$ cat src/sv/bmmd_pkg.sv
// Shared types and constants for the banked memory map decoder.
package bmmd_pkg;

    // Region codes reported with every access
    typedef logic [3:0] t_region;
    localparam t_region RGN_BOOT   = 4'd0;
    localparam t_region RGN_ROM    = 4'd1;
    localparam t_region RGN_VRAM   = 4'd2;
    localparam t_region RGN_ERAM   = 4'd3;
    localparam t_region RGN_WRAM   = 4'd4;
    localparam t_region RGN_OAM    = 4'd5;
    localparam t_region RGN_ZERO   = 4'd6;
    localparam t_region RGN_HRAM   = 4'd7;
    localparam t_region RGN_IE     = 4'd8;
    localparam t_region RGN_IF     = 4'd9;
    localparam t_region RGN_VIDEO  = 4'd10;
    localparam t_region RGN_TIMER  = 4'd11;
    localparam t_region RGN_JOYPAD = 4'd12;

    // Cartridge kinds
    typedef logic [1:0] t_cart_kind;
    localparam t_cart_kind CART_NONE     = 2'd0;
    localparam t_cart_kind CART_MBC1     = 2'd1;
    localparam t_cart_kind CART_MBC1_RAM = 2'd2;
    localparam t_cart_kind CART_MBC1_BAT = 2'd3;

    // Configuration register indexes
    localparam int CFG_IDX_W = 1;
    localparam int CFG_DAT_W = 2;
    localparam logic [CFG_IDX_W-1:0] CFG_CART_KIND = 1'd0;
    localparam logic [CFG_IDX_W-1:0] CFG_BOOT_DONE = 1'd1;

    // Controller write windows, selected by address bits 14:13
    localparam logic [1:0] CTL_RAM_EN   = 2'd0;
    localparam logic [1:0] CTL_ROM_LO   = 2'd1;
    localparam logic [1:0] CTL_BANK_HI  = 2'd2;
    localparam logic [1:0] CTL_BANK_MOD = 2'd3;

    localparam logic [3:0] RAM_EN_KEY = 4'hA;
    localparam int OFFSET_W = 21;

endpackage

$ cat src/sv/banked_memory_map_decoder.sv
// Top level: bank controller registers and one-stage bus address decode.
//
// Each bus request (read or write) yields one result: region code, byte offset,
// stored flag and the RAM enable flag after the request. One request per cycle
// is taken unless stalled, and its result is in the output register next cycle;
// the input is stalled only while that register holds a result the consumer
// stalls. Controller writes (below 0x8000) update the bank registers in the same
// cycle, and the decode of that request already sees the updated banks. The RAM
// enable flag is reported but never gates an access.
module banked_memory_map_decoder (
    input  logic                                i_clk,
    input  logic                                i_rst_n,
    // configuration write port
    input  logic                                i_cfg_we,
    input  logic [bmmd_pkg::CFG_IDX_W-1:0]      i_cfg_index,
    input  logic [bmmd_pkg::CFG_DAT_W-1:0]      i_cfg_data,
    // request channel
    input  logic                                i_in_valid,
    output logic                                o_in_stall,
    input  logic                                i_mode,
    input  logic [15:0]                         i_address,
    input  logic [7:0]                          i_data,
    // result channel
    output logic                                o_out_valid,
    input  logic                                i_out_stall,
    output logic [3:0]                          o_region,
    output logic [bmmd_pkg::OFFSET_W-1:0]       o_offset,
    output logic                                o_stored,
    output logic                                o_ram_enabled
);

    // configuration and controller state
    bmmd_pkg::t_cart_kind r_cart_kind;
    logic                 r_boot_done;
    logic [6:0]           r_rom_bank, n_rom_bank;
    logic [1:0]           r_ram_bank, n_ram_bank;
    logic                 r_bank_mode, n_bank_mode;
    logic                 r_ram_en, n_ram_en;

    // result register
    logic                          r_out_valid;
    bmmd_pkg::t_region             r_region, n_region;
    logic [bmmd_pkg::OFFSET_W-1:0] r_offset, n_offset;
    logic                          r_stored;
    logic                          r_ram_enabled;

    logic w_accept;
    logic w_ctl_wr;
    logic w_any_mbc;
    logic w_has_ram;
    logic [7:0] w_low;

    assign o_in_stall = r_out_valid && i_out_stall;
    assign w_accept   = i_in_valid && !o_in_stall;
    assign w_ctl_wr   = w_accept && i_mode && !i_address[15];
    assign w_any_mbc  = (r_cart_kind != bmmd_pkg::CART_NONE);
    assign w_has_ram  = (r_cart_kind == bmmd_pkg::CART_MBC1_RAM) ||
                        (r_cart_kind == bmmd_pkg::CART_MBC1_BAT);
    assign w_low      = i_address[7:0];

    // next bank controller state from a controller write
    always_comb begin
        n_rom_bank  = r_rom_bank;
        n_ram_bank  = r_ram_bank;
        n_bank_mode = r_bank_mode;
        n_ram_en    = r_ram_en;
        if (w_ctl_wr) begin
            unique case (i_address[14:13])
                bmmd_pkg::CTL_RAM_EN: begin
                    if (w_has_ram) n_ram_en = (i_data[3:0] == bmmd_pkg::RAM_EN_KEY);
                end
                bmmd_pkg::CTL_ROM_LO: begin
                    if (w_any_mbc) begin
                        // bank 0 in the low bits reads as bank 1
                        n_rom_bank[4:0] = (i_data[4:0] == 5'd0) ? 5'd1 : i_data[4:0];
                    end
                end
                bmmd_pkg::CTL_BANK_HI: begin
                    if (w_any_mbc) begin
                        if (r_bank_mode) n_ram_bank = i_data[1:0];
                        else             n_rom_bank[6:5] = i_data[1:0];
                    end
                end
                bmmd_pkg::CTL_BANK_MOD: begin
                    if (w_has_ram) n_bank_mode = i_data[0];
                end
                default: ;
            endcase
        end
    end

    // address decode using the updated banks
    always_comb begin
        n_region = bmmd_pkg::RGN_ZERO;
        n_offset = '0;
        if (i_address[15:14] == 2'b00) begin
            n_region = (!r_boot_done && i_address[15:8] == 8'h00) ?
                       bmmd_pkg::RGN_BOOT : bmmd_pkg::RGN_ROM;
            n_offset = {5'd0, i_address};
        end else if (i_address[15:14] == 2'b01) begin
            n_region = bmmd_pkg::RGN_ROM;
            n_offset = {n_rom_bank, i_address[13:0]};
        end else if (i_address[15:13] == 3'b100) begin
            n_region = bmmd_pkg::RGN_VRAM;
            n_offset = {8'd0, i_address[12:0]};
        end else if (i_address[15:13] == 3'b101) begin
            n_region = bmmd_pkg::RGN_ERAM;
            n_offset = {6'd0, n_ram_bank, i_address[12:0]};
        end else if (i_address < 16'hFE00) begin
            n_region = bmmd_pkg::RGN_WRAM;
            n_offset = {8'd0, i_address[12:0]};
        end else if (i_address[15:8] == 8'hFE) begin
            if (i_address < 16'hFEA0) begin
                n_region = bmmd_pkg::RGN_OAM;
                n_offset = {13'd0, w_low};
            end
        end else if (i_address == 16'hFFFF) begin
            n_region = bmmd_pkg::RGN_IE;
        end else if (w_low[7]) begin
            n_region = bmmd_pkg::RGN_HRAM;
            n_offset = {14'd0, w_low[6:0]};
        end else if (w_low[5:4] != 2'b00) begin
            n_region = bmmd_pkg::RGN_ZERO;
        end else if (w_low[6]) begin
            n_region = bmmd_pkg::RGN_VIDEO;
            n_offset = {17'd0, w_low[3:0]};
        end else if (w_low[3:0] == 4'h0) begin
            n_region = bmmd_pkg::RGN_JOYPAD;
        end else if (w_low[3:2] == 2'b01) begin
            n_region = bmmd_pkg::RGN_TIMER;
            n_offset = {19'd0, w_low[1:0]};
        end else if (w_low[3:0] == 4'hF) begin
            n_region = bmmd_pkg::RGN_IF;
        end
    end

    // configuration and controller registers
    always_ff @(posedge i_clk) begin
        if (!i_rst_n) begin
            r_cart_kind <= bmmd_pkg::CART_NONE;
            r_boot_done <= 1'b0;
            r_rom_bank  <= 7'd1;
            r_ram_bank  <= 2'd0;
            r_bank_mode <= 1'b0;
            r_ram_en    <= 1'b0;
        end else begin
            if (i_cfg_we) begin
                unique case (i_cfg_index)
                    bmmd_pkg::CFG_CART_KIND: r_cart_kind <= i_cfg_data;
                    bmmd_pkg::CFG_BOOT_DONE: r_boot_done <= i_cfg_data[0];
                    default: ;
                endcase
            end
            r_rom_bank  <= n_rom_bank;
            r_ram_bank  <= n_ram_bank;
            r_bank_mode <= n_bank_mode;
            r_ram_en    <= n_ram_en;
        end
    end

    // result valid
    always_ff @(posedge i_clk) begin
        if (!i_rst_n) begin
            r_out_valid <= 1'b0;
        end else if (w_accept) begin
            r_out_valid <= 1'b1;
        end else if (!i_out_stall) begin
            r_out_valid <= 1'b0;
        end
    end

    // result payload
    always_ff @(posedge i_clk) begin
        if (w_accept) begin
            r_region      <= n_region;
            r_offset      <= n_offset;
            r_stored      <= i_mode && i_address[15];
            r_ram_enabled <= n_ram_en;
        end
    end

    assign o_out_valid   = r_out_valid;
    assign o_region      = r_region;
    assign o_offset      = r_offset;
    assign o_stored      = r_stored;
    assign o_ram_enabled = r_ram_enabled;

    // the low ROM bank bits never hold zero
    a_rom_bank_nonzero: assert property (@(posedge i_clk) disable iff (!i_rst_n)
        r_rom_bank[4:0] != 5'd0)
        else $error("ROM bank low bits are zero");

    // a read leaves the bank controller untouched
    a_read_no_update: assert property (@(posedge i_clk) disable iff (!i_rst_n)
        (w_accept && !i_mode) |=> ($stable(r_rom_bank) && $stable(r_ram_bank) &&
                                   $stable(r_bank_mode) && $stable(r_ram_en)))
        else $error("read changed controller state");

    // without a controller nothing changes the banks
    a_no_mbc_stable: assert property (@(posedge i_clk) disable iff (!i_rst_n)
        (r_cart_kind == bmmd_pkg::CART_NONE) |=> ($stable(r_rom_bank) &&
            $stable(r_ram_bank) && $stable(r_bank_mode) && $stable(r_ram_en)))
        else $error("bank state changed without controller");

    // a stored write never decodes into ROM or boot space
    a_stored_region: assert property (@(posedge i_clk) disable iff (!i_rst_n)
        (o_out_valid && o_stored) |-> (o_region != bmmd_pkg::RGN_ROM &&
                                       o_region != bmmd_pkg::RGN_BOOT))
        else $error("stored write in ROM region");

endmodule
$ cat config.mk
export PLATFORM = sky130hd
export DESIGN_NAME = banked_memory_map_decoder
export DESIGN_NICKNAME = d
export VERILOG_FILES = /design/src/sv/bmmd_pkg.sv /design/src/sv/banked_memory_map_decoder.sv
export SDC_FILE = /design/constraint.sdc
export NUM_CORES = 1
export LEC_CHECK = 0
export BUFFER_PORTS_ARGS = -buffer_cell sky130_fd_sc_hd__buf_2
export CAP_MARGIN = 20
export CELL_PAD_IN_SITES_DETAIL_PLACEMENT = 0
export CELL_PAD_IN_SITES_GLOBAL_PLACEMENT = 1
export CORE_ASPECT_RATIO = 0.75
export CORE_MARGIN = 2
export CORE_UTILIZATION = 35
export CTS_CLUSTER_DIAMETER = 200
export CTS_CLUSTER_SIZE = 20
export DETAILED_ROUTE_END_ITERATION = 7
export MAX_ROUTING_LAYER = met4
export PLACE_DENSITY_LB_ADDON = 0.1
export SLEW_MARGIN = 25
export SYNTH_ARGS = -nofsm -noshare
export SYNTH_HDL_FRONTEND = slang
export SYNTH_SLANG_ARGS = --single-unit
$ cat constraint.sdc
create_clock -name i_clk -period 2.2 [get_ports i_clk]
set_input_delay 0.44 -clock i_clk [delete_from_list [all_inputs] [get_ports i_clk]]
set_output_delay 0.44 -clock i_clk [all_outputs]
set_load 0.01 [all_outputs]
== After elaboration in Yosys (flattened, before gate mapping) ==
Cells that the tools add are included.
Word-level totals
  output and inout bits: 29
  flip-flop bits (word level): 42
Operators by class
  order comparisons: 2
  eq/ne operators: 14
  bitwise operators: 1
  multiplexer cells: 44
  reductions and logical operators: 20
Operators with widths (number)
  $mux 21: 5
  $mux 4: 15
  $lt 16x16->1 const B: 2
  $mux 7: 3
  $mux 2: 10
  $eq 16x16->1 const B: 1
  $mux 16: 1
  $mux 5: 3
  $eq 2x2->1 const B: 4
  $eq 4x4->1 const B: 2
  $eq 8x8->1 const B: 1
  $logic_not 8->1: 1
  $mux 8: 1
  $eq 2x1->1 const B: 3
  $eq 3x3->1 const B: 2
  $logic_and 1x1->1: 6
  $mux 1: 6
  $logic_not 5->1: 1
  $logic_not 2->1: 2
  $logic_not 4->1: 1
  $reduce_and 2->1: 2
  $reduce_bool 2->1: 2
  $logic_not 1->1: 3
  $reduce_and 3->1: 1
  other kinds (3): 3

== Logic depth before layout (Yosys ltp) ==
Gate-level depths: netlist of the first run.
  depth in word-level cells: 14
  mapped depth: 5
  gate-level depth less buffers: 4

== Worst setup path before layout of the first run ==
OpenSTA, ideal clock, no wires.
  kind: input-to-reg
  start: input port i_in_valid
  end: register r_ram_enabled, in the netlist o_ram_enabled, data pin
  library setup time: 262 ps
  buffers on the path: 0
  arrival time: 1600 ps
  slack: 338 ps
  stages: 3
  path through: a21boi_4 -> nand4b_1 -> mux2_4
Between the ends
  longest elaborated chain between the ends: 4
RTL lines
  from (decl): line banked_memory_map_decoder.sv:18  | input logic i_in_valid,
  $logic_and 1x1->1: line banked_memory_map_decoder.sv:54  | assign w_accept = i_in_valid && !o_in_stall;
  $logic_and 1x1->1 (2 in a row): line banked_memory_map_decoder.sv:55  | assign w_ctl_wr = w_accept && i_mode && !i_address[15];
  $mux 1: line banked_memory_map_decoder.sv:67  | if (w_ctl_wr) begin
  named net n_ram_en: line banked_memory_map_decoder.sv:38  | logic r_ram_en, n_ram_en;
  to (signal assigned): line banked_memory_map_decoder.sv:178  | r_ram_enabled <= n_ram_en;
  to (decl): line banked_memory_map_decoder.sv:45  | logic r_ram_enabled;
The timed path passes the listed nets, and every way through them passes these cells.
A chain may end at the register's enable or synchronous reset.

== Worst setup path after layout of the first run ==
  start: input port i_address[15]
  end: register r_offset, in the netlist o_offset[0], data pin
Between the ends
  longest elaborated chain between the ends: 8
  elaborated cells on any way between the ends: 16
  those cells by class: order compare: 2; eq/ne: 5; mux: 8; reduce/logical: 1
RTL lines
  from (decl): line banked_memory_map_decoder.sv:21  | input logic [15:0] i_address,
  $lt 16x16->1 / $eq 16x16->1 (equally long branches): line banked_memory_map_decoder.sv:113, banked_memory_map_decoder.sv:117
  $mux 8 / $mux 7 (equally long branches): line banked_memory_map_decoder.sv:113, banked_memory_map_decoder.sv:117
  $mux 21: line banked_memory_map_decoder.sv:112  | end else if (i_address[15:8] == 8'hFE) begin
  $mux 21: line banked_memory_map_decoder.sv:109  | end else if (i_address < 16'hFE00) begin
  $mux 21: line banked_memory_map_decoder.sv:106  | end else if (i_address[15:13] == 3'b101) begin
  $mux 21: line banked_memory_map_decoder.sv:103  | end else if (i_address[15:13] == 3'b100) begin
  $mux 21: line banked_memory_map_decoder.sv:100  | end else if (i_address[15:14] == 2'b01) begin
  $mux 16 (*): line banked_memory_map_decoder.sv:96  | if (i_address[15:14] == 2'b00) begin
  named net n_offset, one bit: line banked_memory_map_decoder.sv:43  | logic [bmmd_pkg::OFFSET_W-1:0] r_offset, n_offset;
  to (signal assigned): line banked_memory_map_decoder.sv:176  | r_offset <= n_offset;
  to (decl): line banked_memory_map_decoder.sv:43
Mark *: on every way through the listed nets, which the timed path passes. The rest lies on a longest branch.

==> results.ini, run 1 <==
[clock_tree]
clkLatencyLatePin_ps=310
path_clk_slew_ps=80
numCtsBuffers=5
clock_sinks=42
post_cts_buffers=0
clockRootBuffer=clkbuf_8
cts_resized=0
postCtsHoldBufs=0
cts.htree.levels=2
tritoncts=yes
cts_buffer_depth=2

[logic_synthesis]
async_flop_share=0
synth.avg_cell_area_um2=11.7
ys_seq_area_frac=0.547
synth_fp_nets=207
ys_seq_elements=42
netlist_area_mm2=0.00203
ys_warn_count=0
synth_edf_count=27
ys.flop_type=edfxtp_1
synth.distinct_cells=48
synth_cells=174

[die]
core_mm2=0.00547
fp.dieH_um=70.0
dieArea_mm2=0.00644
die-width_um=92.0
initial_core_util=0.372
ios=62
row_count=23

[timing]
skew_ps=6.78
slew_viol_final=0
max_freq_mhz=679
worst_slack_ps=726
min_period_ps=1470
fin_tns_setup_ps=0
setup_viol_count_final=0
rsz0062_at_grt=no
finalCritPeriodShare=0.670
finalHoldViolCount=0
worst_pin_slew_ps=406
slew_headroom=0.729

[place]
dp.cells=303
post-dp-hpwl_um=3340
preCtsSetupSlack_ps=397
io_buffers=58
place_congestion=0.810

[power]
clockPowerShare=0.325
total_leakage_power_nw=1.04
ir_drop_v=0.000275
switching_share=0.257
p_comb_frac=0.119
p_seq_frac=0.556
power.density_mw_per_mm2=639
p_sw_w=0.000409
p_int_w=0.00118

[critical_path]
cp_slowest_cell=a31oi_2
crit_family=compound AO/OA/AOI/OAI gates
slowest_delay_ps=290
critPathKind=input pin to flop
cp.required_ps=2240
r2r_setup_slack_ps=820
start_kind=input pin
crit_arrival_ps=1510
crit_buf_inv=1
worstSetupEndpointType=flop
crit_path_cell_trace=buf_2 -> and4_1 -> o2111ai_1 -> a31oi_2 -> a21boi_0
cp_max_fo=11

[drt]
ant_nets=0
via_per_inst=4.85
drc_errors=0
wl_per_cell_um=14.2
drt_wl_total_um=4430
dr.pass1.iters=4
num_vias=1507
detail_route.iter0.violations=72

[grt]
grt_pass1_vias=1494
grt_pass1_wl_um=7390
grt_overflow=0
antenna_found_initial=0
grt_usage=0.151
grt_max_degree=17

[finish]
drive_above_1_share=0.331
multi_input_area_um2=871
area_growth_syn_to_layout_pct=22.5
fin_nets=268
fillCellCount=537
fin_cells=311
antenna_cells=0
seq_area_mm2=0.00111

[outcome]
status=completed

[hold_path]
min_path_type=input pin to flop

[job]
max-cap-violations=0

==> layer usage <==
layer / track usage / vias to the layer above / routed length [um]
li1: - / 775 / -
met1: 0.226 / 683 / 2410
met2: 0.197 / 47 / 1700
met3: 0.0496 / 2 / 297
met4: 0.0299 / 0 / 18
met5: - / - / 0
==> logic make-up (layout without fill, tap and decap cells) <==
| group | Yosys count | after routing | synth area share |
|---|---|---|---|
| and+or+nand+nor | 71 | 71 | 0.209 |
| AOI/OAI and AO/OA | 41 | 41 | 0.167 |
| muxes | 10 | 10 | 0.0517 |
| buffers and inverters | 10 | 72 | 0.0246 |
| DFF | 42 | 42 | 0.547 |
==> power groups by stage <==
stage / registers [W] / clock network (W) / logic [W]
finish: 0.000885 / 0.000517 / 0.000189
global route: 0.000889 / 0.000569 / 0.000210
detailed placement: 0.000904 / 0 / 0.000189
floorplan: 0.000920 / 0 / 0.0000844
global placement: 0.000902 / 0 / 0.000187
CTS: 0.000886 / 0.000535 / 0.000191
==> through the flow <==
step	instance area (um2)	hold slack, ps	total power (W)	util
final	2490	362	0.00159	0.455
after global routing	2490	370	0.00167	0.455
after CTS	2490	357	0.00161	0.455
after detailed placement	2400	478	0.00109	0.438
after global placement	2400	485	0.00109	0.438
after floorplan	2030	444	0.00100	-
==> final timing paths <==
kind                                                from                    endpoint  cells after the start
worst min-delay path                          i_in_valid    o_out_valid$_SDFFE_PN0P_                      2
worst max-delay path                       i_address[15]       o_offset[0]$_DFFE_PP_                      5
worst max register to register  o_out_valid$_SDFFE_PN0P_  o_offset[20]$_SDFFCE_PP0P_                      4
worst min register to register  r_rom_bank[0]$_SDFF_PN1_    r_rom_bank[0]$_SDFF_PN1_                      2
==> cell usage after synthesis (2+ instances only) <==
master     instances  area (um2)
edfxtp_1          27         811
dfxtp_1           15         300
and2_1            13        81.3
nor2b_1           13        81.3
nand2_1           10        37.5
nor2_1            10        37.5
mux2i_1            9        90.1
a21boi_0           7        52.6
a21oi_1            5        25.0
nand3_1            5        25.0
a31oi_1            4        25.0
inv_1              4        15.0
and3_1             3        18.8
o21a_1             3        22.5
o21ai_0            3        15.0
and2_4             2        17.5
and2b_1            2        15.0
and4_1             2        17.5
clkbuf_1           2        7.51
nand4_1            2        12.5
nand4b_1           2        17.5
nor4_1             2        12.5
o2111a_1           2        22.5
o2111ai_1          2        17.5
o31a_1             2        17.5
==> placed cells by master, fill, tap and decap left out, drive strengths merged, types with 2 or more instances in the layout <==
cell type,instances
buf,60
edfxtp,27
dfxtp,15
and2,15
nor2b,13
nand2,11
nor2,10
mux2i,9
a21boi,8
inv,6
a21oi,5
nand3,5
clkbuf,5
a31oi,5
and3,3
o21a,3
o21ai,3
o2111ai,3
and4,2
o31a,2
and2b,2
nor4,2
nand4b,2
o2111a,2
nand4,2
==> layout make-up <==
class | count | share of cell area
inverters | 4 | 0.00603
well taps | 75 | 0.0377
flip-flops and latches | 42 | 0.446
multi-input cells | 122 | 0.350
clock buffers | 5 | 0.0277
repair buffers | 60 | 0.123
clock inverters | 3 | 0.00955
==> flip-flops by register name, indices dropped and copies added (netlist names) <==
signal	cells
o_ram_enabled	1
o_stored	1
r_ram_en	1
r_boot_done	1
r_bank_mode	1
r_ram_bank	2
o_region	4
o_out_valid	1
r_rom_bank	7
r_cart_kind	2
o_offset	21
Note: power is estimated with default switching activity, not from simulation.
==> run 2, diff against run 1 <==
- clock period: 2.2 -> 1.42 ns (I/O delays scaled with it)
==> results.ini, run 2 (same netlist as run 1, synthesis figures left out) <==
[timing]
min_period_ps=1310
slew_headroom=0.774  ; +0.0450
skew_ps=3.02  ; -3.75 ps
worst_slack_ps=107  ; -619 ps
rsz0062_at_grt=no
max_freq_mhz=762
worst_pin_slew_ps=338  ; -68.0 ps
setup_viol_count_final=0  ; unchanged
finalCritPeriodShare=0.925
slew_viol_final=0  ; unchanged
finalHoldViolCount=0  ; unchanged

[die]
initial_core_util=0.372  ; unchanged
die-width_um=92.0  ; unchanged
core_mm2=0.00547  ; unchanged
fp.dieH_um=70.0  ; unchanged
dieArea_mm2=0.00644  ; unchanged
row_count=23  ; unchanged
ios=62  ; unchanged

[finish]
antenna_cells=0  ; unchanged
final_common_cell=buf_2
area_growth_syn_to_layout_pct=31.1
final_cell_mix=buf_2, edfxtp_1, buf_4
design_area_mm2=0.00266  ; +7.0%
fin_nets=290  ; +8.2%
largest_reg_flops=21  ; unchanged
drive_above_1_share=0.391  ; +0.0610
fin_cells=333  ; +7.1%

[power]
ir_drop_v=0.000341  ; +24%
clockPowerShare=0.311  ; -0.014
switching_share=0.254  ; -0.00348
power.density_mw_per_mm2=933  ; +46%
p_sw_w=0.000630  ; +54%
total_leakage_power_nw=1.14  ; +9.6%
p_seq_frac=0.553  ; -0.003
p_int_w=0.00186  ; +57%
p_comb_frac=0.136  ; +0.017

[place]
dp.cells=325  ; +7.3%
place_congestion=0.828  ; +2.1%
preCtsSetupSlack_ps=-127  ; -524 ps
post-dp-hpwl_um=3620  ; +8.4%
placed_area_mm2=0.00256  ; +6.9%
io_buffers=58  ; unchanged

[clock_tree]
clockRootBuffer=clkbuf_8
numCtsBuffers=5  ; unchanged
cts_buffer_depth=2  ; unchanged
tritoncts=yes
clock_sinks=42  ; unchanged
clkLatencyLatePin_ps=290  ; -20 ps
postCtsHoldBufs=0  ; unchanged
cts.htree.levels=2  ; unchanged
path_clk_slew_ps=80  ; about the same

[hold_path]
whs_path_depth=2  ; unchanged
min_path_type=input pin to flop
min-delay-start=i_in_valid

[drt]
wl_per_cell_um=14.4  ; +1.0%
drt_wl_total_um=4790  ; +8.2%
via_per_inst=4.94  ; +2.0%
ant_nets=0  ; unchanged
detail_route.iter0.violations=90  ; +25%
drc_errors=0  ; unchanged
num_vias=1646  ; +9.2%
dr.pass1.iters=4  ; unchanged

[grt]
grt_pass1_vias=1616  ; +8.2%
grt_overflow=0  ; unchanged
grt_max_degree=17  ; unchanged
grt_pass1_wl_um=7870  ; +6.5%
grt_usage=0.160  ; +0.00881
antenna_found_initial=0  ; unchanged

[critical_path]
cp_max_fo=5  ; -6
cp.required_ps=1470  ; -770 ps
crit_arrival_ps=1360  ; -150 ps
critPathKind=flop to flop
worstSetupEndpointType=flop
start_kind=flop
r2r-start=o_out_valid$_SDFFE_PN0P_
reg2reg_depth=4  ; unchanged
startpoint=o_out_valid$_SDFFE_PN0P_

[outcome]
status=completed

[job]
max-cap-violations=0  ; unchanged

## run 2: cell types whose count changed in the layout (fill, tap and decap cells not counted), sizes merged
cell and delta:
clkinvlp +1, inv -2, buf +22, clkinv +1
## run 2: path summary, 6_finish.rpt
| kind | end | slack [ps] |
|---|---|---|
| max | o_offset[20]$_SDFFCE_PP0P_ | 110 |
| min | o_out_valid$_SDFFE_PN0P_ | 210 |
| max reg2reg | o_offset[20]$_SDFFCE_PP0P_ | 110 |
| min reg2reg | r_rom_bank[0]$_SDFF_PN1_ | 500 |
## run 2: cell type report
type / instances / area (um2)
Sequential cell: 42 / 1110
Inverter: 4 / 15.0
Tap cell: 75 / 93.8
Clock inverter: 3 / 21.3
Clock buffer: 5 / 68.8
Fill cell: 527 / 2800
Timing Repair Buffer: 82 / 470
Multi-Input combinational cell: 122 / 882
## run 2: per-stage QoR
stage          total power (W)  hold WS, ps  TNS (ps)   util
2_1_floorplan          0.00156          408     -3360      -
3_3_place_gp           0.00173          484      -856  0.469
3_5_place_dp           0.00174          483     -1050  0.469
4_1_cts                0.00251          203         0  0.485
5_1_grt                0.00260          224         0  0.487
6_report               0.00248          215         0  0.487
## run 2: timing repair
item | in CTS | in global routing
hold endpoints to repair | 0 | 0
buffers inserted | 0 | 0
resized for setup | 0 | 2
setup endpoints to repair | 0 | 5
## run 2: routing by layer
metal	vias to the layer above	GRT usage	share of wire	wire [um]
met1	767	0.227	0.53	2530
met2	54	0.224	0.40	1920
met3	5	0.0388	0.061	292
met4	0	0.0514	0.0096	46
met5	-	-	0	0
li1	820	-	-	-
## run 2: worst max-delay path: stages (launching register included)
cell and delay, ps:
dfxtp_2 350, a21boi_4 210, o2111ai_1 170, o21ai_0 240, a21oi_1 100
## run 2: power by group through the flow
stage                     clock, W  combinational (W)  sequential [W]
after CTS                 0.000798           0.000339         0.00137
after global routing      0.000842           0.000372         0.00138
after global placement           0           0.000331         0.00140
after floorplan                  0           0.000131         0.00143
final                     0.000772           0.000338         0.00137
after detailed placement         0           0.000337         0.00140
